## config.mk

```make
export PLATFORM = sky130hd
export DESIGN_NAME = raid6_pq_syndrome_recover_flat
export DESIGN_NICKNAME = d
export VERILOG_FILES = /design/src/design/r6pq_pkg.sv /design/src/design/r6pq_if.sv /design/src/design/r6pq_cfg.sv /design/src/design/r6pq_front.sv /design/src/design/r6pq_queue.sv /design/src/design/r6pq_back.sv /design/src/design/raid6_pq_syndrome_recover.sv /design/src/flat_wrapper.sv
export SDC_FILE = /design/constraint.sdc
export NUM_CORES = 1
export LEC_CHECK = 0
export BUFFER_PORTS_ARGS = -buffer_cell sky130_fd_sc_hd__buf_2
export CAP_MARGIN = 20
export CORE_MARGIN = 3
export CORE_UTILIZATION = 30
export CTS_CLUSTER_SIZE = 24
export DETAILED_ROUTE_END_ITERATION = 6
export PLACE_DENSITY_LB_ADDON = 0.15
export SLEW_MARGIN = 15
export SYNTH_ARGS = -nofsm -noshare
export SYNTH_HDL_FRONTEND = slang
export SYNTH_HIERARCHICAL = 1
export SYNTH_SLANG_ARGS = --single-unit
```

## constraint.sdc

```tcl
create_clock -name clk_i -period 8.7 [get_ports clk_i]
set_input_delay 0.87 -clock clk_i [delete_from_list [all_inputs] [get_ports clk_i]]
set_output_delay 0.87 -clock clk_i [all_outputs]
set_load 0.01 [all_outputs]
```

## src/design/r6pq_pkg.sv

```systemverilog
// ----------------------------------------------------------------------------
// r6pq_pkg
// Shared types, codes, field arithmetic and constant tables for the
// raid6 p/q syndrome and rebuild block.
// ----------------------------------------------------------------------------
package r6pq_pkg;

  // data disks at or beyond this index are ignored
  localparam int unsigned MAX_DISKS   = 16;
  // depth of the queue between front and back
  localparam int unsigned QUEUE_DEPTH = 4;
  localparam int unsigned QUEUE_AW    = $clog2(QUEUE_DEPTH);

  // field polynomial 0x11d: low byte and the carry-out bit
  localparam logic [7:0] GF_POLY_LOW = 8'h1d;
  localparam logic [7:0] GF_TOP_BIT  = 8'h80;
  // x^254 is the inverse of x in a field of 255 non-zero elements
  localparam int unsigned GF_ORDER   = 255;
  localparam int unsigned GF_INV_EXP = GF_ORDER - 1;

  // operating mode
  typedef enum logic [1:0] {
    MODE_GEN  = 2'd0,
    MODE_REC2 = 2'd1,
    MODE_RECP = 2'd2,
    MODE_RECQ = 2'd3
  } mode_e;

  // configuration register indexes
  typedef enum logic [1:0] {
    REG_MODE   = 2'd0,
    REG_FAIL_A = 2'd1,
    REG_FAIL_B = 2'd2
  } reg_e;

  // classification of one beat
  typedef enum logic [1:0] {
    KIND_DATA  = 2'd0,
    KIND_PAR_P = 2'd1,
    KIND_PAR_Q = 2'd2
  } item_kind_e;

  // configuration plus derived field coefficients
  typedef struct packed {
    mode_e      mode;
    logic [3:0] fail_a;
    logic [3:0] fail_b;
    logic [7:0] den;   // 1 / (2^a ^ 2^b)
    logic [7:0] pmul;  // 2^a / (2^a ^ 2^b)
    logic [7:0] ainv;  // 1 / 2^a
  } cfg_t;

  // classified beat as held in the queue
  typedef struct packed {
    item_kind_e kind;
    logic [7:0] value;   // parity byte, or p term of a data byte
    logic [7:0] q_term;  // weighted q term of a data byte
    logic       last;
    logic       stripe_end;
  } item_t;

  typedef logic [7:0] gf_tbl16_t  [16];
  typedef logic [7:0] gf_tbl256_t [256];

  // multiply by x with reduction
  function automatic logic [7:0] gf_xtime(input logic [7:0] a);
    logic [7:0] r;
    r = {a[6:0], 1'b0};
    if ((a & GF_TOP_BIT) != 8'h00) r = r ^ GF_POLY_LOW;
    return r;
  endfunction

  // general product in gf(2^8)
  function automatic logic [7:0] gf_mul(input logic [7:0] a, input logic [7:0] b);
    logic [7:0] acc;
    logic [7:0] sh;
    acc = 8'h00;
    sh  = a;
    for (int n = 0; n < 8; n++) begin
      if (b[n]) acc = acc ^ sh;
      sh = gf_xtime(sh);
    end
    return acc;
  endfunction

  // powers of two for every disk index
  function automatic gf_tbl16_t build_pow2();
    gf_tbl16_t  t;
    logic [7:0] v;
    v = 8'h01;
    for (int e = 0; e < 16; e++) begin
      t[e] = v;
      v    = gf_xtime(v);
    end
    return t;
  endfunction

  // inverse of every byte, zero maps to zero
  function automatic gf_tbl256_t build_recip();
    gf_tbl256_t t;
    logic [7:0] r;
    logic [7:0] base;
    logic [7:0] ex;
    for (int x = 0; x < 256; x++) begin
      r    = 8'h01;
      base = 8'(x);
      ex   = 8'(GF_INV_EXP);
      for (int k = 0; k < 8; k++) begin
        if (ex[k]) r = gf_mul(r, base);
        base = gf_mul(base, base);
      end
      t[x] = r;
    end
    return t;
  endfunction

  localparam gf_tbl16_t  POW2_TBL  = build_pow2();
  localparam gf_tbl256_t RECIP_TBL = build_recip();

endpackage

```

## src/design/r6pq_if.sv

```systemverilog
// ----------------------------------------------------------------------------
// r6pq channel interfaces
// Valid/ready channels for disk beats, results and register writes.
// ----------------------------------------------------------------------------

// disk beat channel
interface r6pq_in_if;
  logic       valid;
  logic       ready;
  logic [3:0] disk_index;
  logic [7:0] disk_byte;
  logic       last_disk;
  logic       stripe_end;

  modport source (output valid, disk_index, disk_byte, last_disk, stripe_end,
                  input ready);
  modport sink   (input valid, disk_index, disk_byte, last_disk, stripe_end,
                  output ready);
endinterface

// result channel
interface r6pq_out_if;
  logic       valid;
  logic       ready;
  logic [7:0] first_byte;
  logic [7:0] second_byte;
  logic       column_last;

  modport source (output valid, first_byte, second_byte, column_last,
                  input ready);
  modport sink   (input valid, first_byte, second_byte, column_last,
                  output ready);
endinterface

// register write channel
interface r6pq_cfg_if;
  logic       valid;
  logic       ready;
  logic [1:0] index;
  logic [3:0] data;

  modport source (output valid, index, data, input ready);
  modport sink   (input valid, index, data, output ready);
endinterface

```

## src/design/r6pq_cfg.sv

```systemverilog
// ----------------------------------------------------------------------------
// r6pq_cfg
// Configuration registers and the field coefficients derived from them.
// ----------------------------------------------------------------------------
module r6pq_cfg (
  input  logic               clk_i,
  input  logic               rst_ni,
  r6pq_cfg_if.sink           cfg_i,
  output r6pq_pkg::cfg_t     cfg_o
);
  import r6pq_pkg::*;

  mode_e      mode_q, mode_d;
  logic [3:0] fail_a_q, fail_a_d;
  logic [3:0] fail_b_q, fail_b_d;
  logic [7:0] den_q, den_d;
  logic [7:0] ainv_q, ainv_d;
  logic [7:0] pmul_q, pmul_d;
  logic       wr;

  // writes are always taken
  assign cfg_i.ready = 1'b1;
  assign wr          = cfg_i.valid & cfg_i.ready;

  // register write decode
  always_comb begin
    mode_d   = mode_q;
    fail_a_d = fail_a_q;
    fail_b_d = fail_b_q;
    if (wr) begin
      unique case (reg_e'(cfg_i.index))
        REG_MODE:   mode_d   = mode_e'(cfg_i.data[1:0]);
        REG_FAIL_A: fail_a_d = cfg_i.data;
        REG_FAIL_B: fail_b_d = cfg_i.data;
        default: ;
      endcase
    end
  end

  // coefficients, one table lookup or one product per stage
  always_comb begin
    den_d  = RECIP_TBL[POW2_TBL[fail_a_q] ^ POW2_TBL[fail_b_q]];
    ainv_d = RECIP_TBL[POW2_TBL[fail_a_q]];
    pmul_d = gf_mul(POW2_TBL[fail_a_q], den_q);
  end

  always_ff @(posedge clk_i or negedge rst_ni) begin
    if (!rst_ni) begin
      mode_q   <= MODE_GEN;
      fail_a_q <= 4'd2;
      fail_b_q <= 4'd3;
      den_q    <= 8'h00;
      ainv_q   <= 8'h00;
      pmul_q   <= 8'h00;
    end else begin
      mode_q   <= mode_d;
      fail_a_q <= fail_a_d;
      fail_b_q <= fail_b_d;
      den_q    <= den_d;
      ainv_q   <= ainv_d;
      pmul_q   <= pmul_d;
    end
  end

  assign cfg_o = '{mode: mode_q, fail_a: fail_a_q, fail_b: fail_b_q,
                   den: den_q, pmul: pmul_q, ainv: ainv_q};

endmodule

```

## src/design/r6pq_front.sv

```systemverilog
// ----------------------------------------------------------------------------
// r6pq_front
// Accepts disk beats, sorts parity from data, drops failed or out of range
// data disks and forms the weighted q term.
// ----------------------------------------------------------------------------
module r6pq_front (
  r6pq_in_if.sink             in_i,
  input  r6pq_pkg::cfg_t      cfg_i,
  input  logic                full_i,
  output logic                push_o,
  output r6pq_pkg::item_t     item_o
);
  import r6pq_pkg::*;

  logic skip;
  logic in_range;

  assign in_i.ready = ~full_i;
  assign push_o     = in_i.valid & in_i.ready;

  // failed disks are left out of the sums
  always_comb begin
    skip = 1'b0;
    if (cfg_i.mode != MODE_GEN && in_i.disk_index == cfg_i.fail_a) skip = 1'b1;
    if (cfg_i.mode == MODE_REC2 && in_i.disk_index == cfg_i.fail_b) skip = 1'b1;
  end

  assign in_range = 32'(in_i.disk_index) < MAX_DISKS;

  // classify the beat
  always_comb begin
    item_o.last       = in_i.last_disk;
    item_o.stripe_end = in_i.stripe_end;
    item_o.value      = 8'h00;
    item_o.q_term     = 8'h00;
    priority if (in_i.disk_index == 4'd0) begin
      item_o.kind  = KIND_PAR_P;
      item_o.value = in_i.disk_byte;
    end else if (in_i.disk_index == 4'd1) begin
      item_o.kind  = KIND_PAR_Q;
      item_o.value = in_i.disk_byte;
    end else begin
      item_o.kind = KIND_DATA;
      if (in_range && !skip) begin
        item_o.value  = in_i.disk_byte;
        item_o.q_term = gf_mul(POW2_TBL[in_i.disk_index], in_i.disk_byte);
      end
    end
  end

endmodule

```

## src/design/r6pq_queue.sv

```systemverilog
// ----------------------------------------------------------------------------
// r6pq_queue
// Small fifo of classified beats between front and back.
// ----------------------------------------------------------------------------
module r6pq_queue (
  input  logic              clk_i,
  input  logic              rst_ni,
  input  logic              push_i,
  input  r6pq_pkg::item_t   item_i,
  output logic              full_o,
  input  logic              pop_i,
  output logic              empty_o,
  output r6pq_pkg::item_t   item_o
);
  import r6pq_pkg::*;

  localparam logic [QUEUE_AW-1:0] LastPtr = QUEUE_AW'(QUEUE_DEPTH - 1);
  localparam logic [QUEUE_AW:0]   Full    = (QUEUE_AW + 1)'(QUEUE_DEPTH);

  item_t               mem_q [QUEUE_DEPTH];
  logic [QUEUE_AW-1:0] wr_ptr_q, wr_ptr_d;
  logic [QUEUE_AW-1:0] rd_ptr_q, rd_ptr_d;
  logic [QUEUE_AW:0]   count_q, count_d;
  logic                do_push;
  logic                do_pop;

  assign full_o  = count_q == Full;
  assign empty_o = count_q == '0;
  assign do_push = push_i & ~full_o;
  assign do_pop  = pop_i & ~empty_o;
  assign item_o  = mem_q[rd_ptr_q];

  // pointers and fill level
  always_comb begin
    wr_ptr_d = wr_ptr_q;
    rd_ptr_d = rd_ptr_q;
    count_d  = count_q;
    if (do_push) wr_ptr_d = (wr_ptr_q == LastPtr) ? '0 : wr_ptr_q + 1'b1;
    if (do_pop)  rd_ptr_d = (rd_ptr_q == LastPtr) ? '0 : rd_ptr_q + 1'b1;
    unique case ({do_push, do_pop})
      2'b10:   count_d = count_q + 1'b1;
      2'b01:   count_d = count_q - 1'b1;
      default: count_d = count_q;
    endcase
  end

  always_ff @(posedge clk_i or negedge rst_ni) begin
    if (!rst_ni) begin
      wr_ptr_q <= '0;
      rd_ptr_q <= '0;
      count_q  <= '0;
    end else begin
      wr_ptr_q <= wr_ptr_d;
      rd_ptr_q <= rd_ptr_d;
      count_q  <= count_d;
    end
  end

  // storage
  always_ff @(posedge clk_i) begin
    if (do_push) mem_q[wr_ptr_q] <= item_i;
  end

  a_count_bound : assert property (@(posedge clk_i) disable iff (!rst_ni)
    count_q <= Full)
    else $error("queue fill level above depth");

  a_count_track : assert property (@(posedge clk_i) disable iff (!rst_ni)
    do_push && !do_pop |=> count_q == $past(count_q) + 1'b1)
    else $error("queue fill level lost a push");

endmodule

```

## src/design/r6pq_back.sv

```systemverilog
// ----------------------------------------------------------------------------
// r6pq_back
// Folds queued beats into the p and q sums, snapshots a column on its last
// beat and turns the snapshot into parity or rebuilt data bytes.
// ----------------------------------------------------------------------------
module r6pq_back (
  input  logic              clk_i,
  input  logic              rst_ni,
  input  r6pq_pkg::cfg_t    cfg_i,
  input  logic              empty_i,
  input  r6pq_pkg::item_t   item_i,
  output logic              pop_o,
  r6pq_out_if.source        res_o
);
  import r6pq_pkg::*;

  logic [7:0] p_sum_q, p_sum_d;
  logic [7:0] q_sum_q, q_sum_d;
  logic [7:0] saved_p_q, saved_p_d;
  logic [7:0] saved_q_q, saved_q_d;

  logic       snap_valid_q, snap_valid_d;
  logic [7:0] snap_p_q, snap_q_q;
  logic       snap_end_q;

  logic       out_valid_q;
  logic [7:0] out_first_q, out_first_d;
  logic [7:0] out_second_q, out_second_d;
  logic       out_end_q;

  logic       out_free;
  logic       snap_free;
  logic       pop_last;
  logic [7:0] p_new, q_new;
  logic [7:0] qd;

  // stage handover
  assign out_free  = ~out_valid_q | res_o.ready;
  assign snap_free = ~snap_valid_q | out_free;
  assign pop_o     = ~empty_i & (~item_i.last | snap_free);
  assign pop_last  = pop_o & item_i.last;

  // fold one beat into the running state
  always_comb begin
    saved_p_d = saved_p_q;
    saved_q_d = saved_q_q;
    p_new     = p_sum_q;
    q_new     = q_sum_q;
    unique case (item_i.kind)
      KIND_PAR_P: saved_p_d = item_i.value;
      KIND_PAR_Q: saved_q_d = item_i.value;
      KIND_DATA: begin
        p_new = p_sum_q ^ item_i.value;
        q_new = q_sum_q ^ item_i.q_term;
      end
      default: ;
    endcase
    p_sum_d = item_i.last ? 8'h00 : p_new;
    q_sum_d = item_i.last ? 8'h00 : q_new;
  end

  always_ff @(posedge clk_i or negedge rst_ni) begin
    if (!rst_ni) begin
      p_sum_q   <= 8'h00;
      q_sum_q   <= 8'h00;
      saved_p_q <= 8'h00;
      saved_q_q <= 8'h00;
    end else if (pop_o) begin
      p_sum_q   <= p_sum_d;
      q_sum_q   <= q_sum_d;
      saved_p_q <= saved_p_d;
      saved_q_q <= saved_q_d;
    end
  end

  // column snapshot: sums in generate mode, differences otherwise
  always_comb begin
    snap_valid_d = snap_valid_q;
    if (pop_last)                    snap_valid_d = 1'b1;
    else if (snap_valid_q && out_free) snap_valid_d = 1'b0;
  end

  always_ff @(posedge clk_i or negedge rst_ni) begin
    if (!rst_ni) begin
      snap_valid_q <= 1'b0;
    end else begin
      snap_valid_q <= snap_valid_d;
    end
  end

  always_ff @(posedge clk_i) begin
    if (pop_last) begin
      snap_p_q   <= (cfg_i.mode == MODE_GEN) ? p_new : (saved_p_d ^ p_new);
      snap_q_q   <= (cfg_i.mode == MODE_GEN) ? q_new : (saved_q_d ^ q_new);
      snap_end_q <= item_i.stripe_end;
    end
  end

  // result bytes from the snapshot
  assign qd = gf_mul(cfg_i.den, snap_q_q);

  always_comb begin
    out_first_d  = 8'h00;
    out_second_d = 8'h00;
    unique case (cfg_i.mode)
      MODE_GEN: begin
        out_first_d  = snap_p_q;
        out_second_d = snap_q_q;
      end
      MODE_REC2: begin
        out_second_d = gf_mul(cfg_i.pmul, snap_p_q) ^ qd;
        out_first_d  = out_second_d ^ snap_p_q;
      end
      MODE_RECP: out_first_d = snap_p_q;
      MODE_RECQ: out_first_d = gf_mul(cfg_i.ainv, snap_q_q);
      default: ;
    endcase
  end

  // output register
  always_ff @(posedge clk_i or negedge rst_ni) begin
    if (!rst_ni) begin
      out_valid_q <= 1'b0;
    end else if (out_free) begin
      out_valid_q <= snap_valid_q;
    end
  end

  always_ff @(posedge clk_i) begin
    if (out_free && snap_valid_q) begin
      out_first_q  <= out_first_d;
      out_second_q <= out_second_d;
      out_end_q    <= snap_end_q;
    end
  end

  assign res_o.valid       = out_valid_q;
  assign res_o.first_byte  = out_first_q;
  assign res_o.second_byte = out_second_q;
  assign res_o.column_last = out_end_q;

  a_sums_cleared : assert property (@(posedge clk_i) disable iff (!rst_ni)
    pop_last |=> p_sum_q == 8'h00 && q_sum_q == 8'h00)
    else $error("sums not cleared after column end");

  a_snap_room : assert property (@(posedge clk_i) disable iff (!rst_ni)
    pop_last |-> !snap_valid_q || out_free)
    else $error("column end popped over a held snapshot");

  a_out_from_snap : assert property (@(posedge clk_i) disable iff (!rst_ni)
    $rose(out_valid_q) |-> $past(snap_valid_q))
    else $error("result raised without a snapshot");

endmodule

```

## src/design/raid6_pq_syndrome_recover.sv

```systemverilog
// ----------------------------------------------------------------------------
// raid6_pq_syndrome_recover
// RAID-6 P/Q syndrome generator and one- or two-disk data rebuilder in
// GF(2^8), one disk byte per beat.
//
//   channel  dir  handshake     payload
//   in_i     in   valid/ready   disk_index, disk_byte, last_disk, stripe_end
//   res_o    out  valid/ready   first_byte, second_byte, column_last
//   cfg_i    in   valid/ready   index (0 mode, 1 fail_a, 2 fail_b), data
//
// One beat is taken per cycle while the queue has room; the result of a column
// passes after its last beat through the queue, the snapshot stage and the
// output register. Register writes are always ready; the coefficients follow
// from them by a table lookup and then one field product. Reset clears the
// sums, the saved parity and all valid flags. A stalled result holds in the
// output register while up to four beats gather in the queue.
// ----------------------------------------------------------------------------
module raid6_pq_syndrome_recover (
  input  logic        clk_i,
  input  logic        rst_ni,
  r6pq_in_if.sink     in_i,
  r6pq_out_if.source  res_o,
  r6pq_cfg_if.sink    cfg_i
);
  import r6pq_pkg::*;

  cfg_t  cfg;
  item_t push_item;
  item_t head_item;
  logic  push;
  logic  full;
  logic  pop;
  logic  empty;

  // configuration
  r6pq_cfg u_cfg (
    .clk_i  (clk_i),
    .rst_ni (rst_ni),
    .cfg_i  (cfg_i),
    .cfg_o  (cfg)
  );

  // front: accept and classify
  r6pq_front u_front (
    .in_i   (in_i),
    .cfg_i  (cfg),
    .full_i (full),
    .push_o (push),
    .item_o (push_item)
  );

  // decoupling queue
  r6pq_queue u_queue (
    .clk_i   (clk_i),
    .rst_ni  (rst_ni),
    .push_i  (push),
    .item_i  (push_item),
    .full_o  (full),
    .pop_i   (pop),
    .empty_o (empty),
    .item_o  (head_item)
  );

  // back: accumulate and produce results
  r6pq_back u_back (
    .clk_i   (clk_i),
    .rst_ni  (rst_ni),
    .cfg_i   (cfg),
    .empty_i (empty),
    .item_i  (head_item),
    .pop_o   (pop),
    .res_o   (res_o)
  );

endmodule

```

## src/flat_wrapper.sv

```systemverilog
// flat-port wrapper written by rule: the top's interface ports become plain ports
module raid6_pq_syndrome_recover_flat import r6pq_pkg::*;
  (clk_i, rst_ni, in_i_valid, in_i_disk_index, in_i_disk_byte, in_i_last_disk, in_i_stripe_end, in_i_ready, res_o_valid, res_o_first_byte, res_o_second_byte, res_o_column_last, res_o_ready, cfg_i_valid, cfg_i_index, cfg_i_data, cfg_i_ready);
  r6pq_in_if in_i_i ();
  r6pq_out_if res_o_i ();
  r6pq_cfg_if cfg_i_i ();
  input  logic clk_i;
  input  logic rst_ni;
  input wire logic [$bits(in_i_i.valid)-1:0] in_i_valid;
  input wire logic [$bits(in_i_i.disk_index)-1:0] in_i_disk_index;
  input wire logic [$bits(in_i_i.disk_byte)-1:0] in_i_disk_byte;
  input wire logic [$bits(in_i_i.last_disk)-1:0] in_i_last_disk;
  input wire logic [$bits(in_i_i.stripe_end)-1:0] in_i_stripe_end;
  output wire logic [$bits(in_i_i.ready)-1:0] in_i_ready;
  output wire logic [$bits(res_o_i.valid)-1:0] res_o_valid;
  output wire logic [$bits(res_o_i.first_byte)-1:0] res_o_first_byte;
  output wire logic [$bits(res_o_i.second_byte)-1:0] res_o_second_byte;
  output wire logic [$bits(res_o_i.column_last)-1:0] res_o_column_last;
  input wire logic [$bits(res_o_i.ready)-1:0] res_o_ready;
  input wire logic [$bits(cfg_i_i.valid)-1:0] cfg_i_valid;
  input wire logic [$bits(cfg_i_i.index)-1:0] cfg_i_index;
  input wire logic [$bits(cfg_i_i.data)-1:0] cfg_i_data;
  output wire logic [$bits(cfg_i_i.ready)-1:0] cfg_i_ready;
  assign in_i_i.valid = in_i_valid;
  assign in_i_i.disk_index = in_i_disk_index;
  assign in_i_i.disk_byte = in_i_disk_byte;
  assign in_i_i.last_disk = in_i_last_disk;
  assign in_i_i.stripe_end = in_i_stripe_end;
  assign in_i_ready = in_i_i.ready;
  assign res_o_valid = res_o_i.valid;
  assign res_o_first_byte = res_o_i.first_byte;
  assign res_o_second_byte = res_o_i.second_byte;
  assign res_o_column_last = res_o_i.column_last;
  assign res_o_i.ready = res_o_ready;
  assign cfg_i_i.valid = cfg_i_valid;
  assign cfg_i_i.index = cfg_i_index;
  assign cfg_i_i.data = cfg_i_data;
  assign cfg_i_ready = cfg_i_i.ready;
  raid6_pq_syndrome_recover u_core (.clk_i(clk_i), .rst_ni(rst_ni), .in_i(in_i_i), .res_o(res_o_i), .cfg_i(cfg_i_i));
endmodule
```

==> impl_metrics.ini <==
[critical_path]
endpoint_kind = flop
critical_path_required_ps = 9040
arrival_ps = 5590
crit_fanout = 42
crit_family = compound AO/OA/AOI/OAI gates
critPathMaxStageDelay_ps = 890
worstPathCellList = buf_4 > and2b_1 > nor3_4 > xnor2_4 > buf_4 > inv_2 > ha_1 > buf_4 > a21oi_1 > nor2_1 > a221oi_1 > a311oi_1 > a31oi_1 > a221oi_1
startpoint_type = flop
crit_top_cell = buf_4
crit_type = flop to flop
cpMaxStageDelayCell = dfrtp_2
cp.buffers_inverters = 4

[final_layout]
drive_gt1_share_pct = 11.0
stdcell_count = 3566
largest-register = u_core/u_queue/mem_q
final_common_cell = nand2_1
finalNetCount = 2659
most-common-layout-cells = nand2_1 (407), xnor2_1 (227), o21ai_0 (224)
largest_register_ffs = 80
area_growth_pct = 5.64

[synthesis]
postSynthAreaPerCell_um2 = 7.97
synth-seq-cells = 189
syn_inst = 2759
ys_async_sr_fraction_pct = 39.7
synth_nets = 2818
synthesis.area_mm2 = 0.0220
yosysWarnings = 6
synth.distinct_cells = 118
ys_seq_area_share_pct = 24.1
synth_edf_count = 114
ys.flop_type = edfxtp_1

[sta]
worst_pin_slew_ps = 1170
final-hold-violation-count = 0
setup_violations = 0
finalSetupTns_ps = 0
relSlewSlack_pct = 21.8
timing.fmax_ghz = 0.190
period_needed_ps = 5250
period_share_pct = 60.4
slew_violations = 0
layout_setup_ws_ps = 3450
rsz0062_at_grt = no
skew_ps = 27.1

[clock_network]
cts.path.max_buffers = 2
cts_setup_buffers = 0
htreeDepth = 4
clock_latency_ps = 490
cts_tree = yes
numClockSinks = 189
cts_resized = 0
cts-buffers-inserted = 17
path_clk_slew_ps = 110
root_buffer = clkbuf_16
cts-hold-fix-buffers = 0

[global_routing]
grt_antenna_before_repair = 4
grt_pass1_vias = 20800
grt_pass1_wl_um = 140000
grt_usage_pct = 23.5
grt_overflow = 0
grt_max_degree = 74

[routing]
wl_met2_um = 42400
remaining_drc_errors = 0
drt_iter0_drc = 2865
routed-via-count = 21700
wl_met3_um = 6710
ant_nets = 0
wl_um = 93500
routedWlPerCell_um = 26.2
drt_pre_antenna_iters = 6
routed.top_layer = met5
wl_met1_um = 40100
drt-vias-per-instance = 6.08

[worst_hold_path]
hp-class = primary input to asynchronous set/reset pin

[placement]
dp.final_hpwl_um = 64200
preCtsSetupSlack_ps = 3600
portBuffers = 43
gp_congestion = 1.00
dp.cells = 3529

[floorplan]
io_pins = 45
num_rows = 98
die-width_um = 277
die_y_um = 277
core_mm2 = 0.0720
die_area_mm2 = 0.0765
start_util_pct = 30.5

[run]
drv_cap = 0

[outcome]
status = complete, no violations
## cell families (layout without fill, tap and decap cells)
group           after synthesis  after routing  synth area share (%)
other cells                   1              4                0.0171
buf+inv                     332            186                  7.12
compound gates              882            882                  26.9
flops                       189            189                  24.1
simple gates                887            887                  18.9
xor+xnor                    344            344                  15.3
fa+ha+maj                    34             34                  1.97
mux                          90             90                  5.75
## layer usage
layer | GRT usage [%] | vias to the layer above
li1 | - | 9753
met1 | 31.5 | 10600
met2 | 37.4 | 1101
met3 | 3.80 | 224
met4 | 10.0 | 2
met5 | 0 | -
## cell type report
cell class | instances | area [um^2]
Clock buffer | 17 | 425
Timing Repair Buffer | 106 | 709
Clock inverter | 15 | 236
Antenna cell | 3 | 7.51
Fill cell | 7537 | 48800
Multi-Input combinational cell | 2238 | 15200
Sequential cell | 189 | 5310
Inverter | 48 | 180
Tap cell | 950 | 1190
## through the flow
stage / hold WS, ps / util, % / cell area, um^2
after floorplan: 400 / - / 22000
after global routing: 359 / 32.3 / 23200
after CTS: 336 / 32.2 / 23200
after detailed placement: 441 / 31.3 / 22500
after global placement: 442 / 31.3 / 22500
final: 353 / 32.3 / 23200
## cells in the mapped netlist (all sizes together) (11+ instances only)
cell / n / share of area, %
mux2: 38 / 2.0
inv: 43 / 0.73
o22ai: 46 / 1.3
a221oi: 26 / 1.1
a211oi: 29 / 1.0
a221o: 13 / 0.59
ha: 33 / 1.9
and2: 20 / 0.59
nand3: 68 / 1.5
nor2b: 39 / 1.1
buf: 144 / 3.9
a22oi: 26 / 0.91
clkbuf: 140 / 2.4
or3: 11 / 0.31
mux2i: 29 / 1.4
o31ai: 19 / 0.65
a311oi: 19 / 0.84
nand2: 410 / 7.0
dfrtp: 72 / 8.2
nor3b: 16 / 0.62
a21oi: 193 / 4.5
o21ai: 240 / 5.5
xnor3: 16 / 1.6
a31oi: 39 / 1.1
nor3: 51 / 1.4
o32ai: 13 / 0.52
o2111ai: 12 / 0.48
edfxtp: 114 / 16
nor2: 177 / 3.2
xor2: 92 / 3.8
nand2b: 38 / 1.1
o221ai: 29 / 1.2
a32oi: 16 / 0.64
o211ai: 44 / 1.6
mux4: 23 / 2.4
xnor2: 231 / 9.3
## worst paths after layout
path | from | endpoint | slack, ps | cells after the start
max in group asynchronous | rst_ni | u_core/u_back/saved_q_q[4] | 7220 | 2
hold / removal | rst_ni | u_core/u_cfg/ainv_q[1] | 350 | 1
min in group clk_i | u_core/u_back/snap_end_q | u_core/u_back/res_o.column_last | 460 | 0
hold reg to reg | u_core/u_back/snap_end_q | u_core/u_back/res_o.column_last | 460 | 0
setup / recovery | u_core/u_cfg/fail_a_q[2] | u_core/u_cfg/den_q[4] | 3450 | 14
setup reg to reg | u_core/u_cfg/fail_a_q[2] | u_core/u_cfg/den_q[4] | 3450 | 14
Power is left out: the tool's default activity adds up to more than one toggle a clock period on the data nets, which glitch-free logic cannot reach.
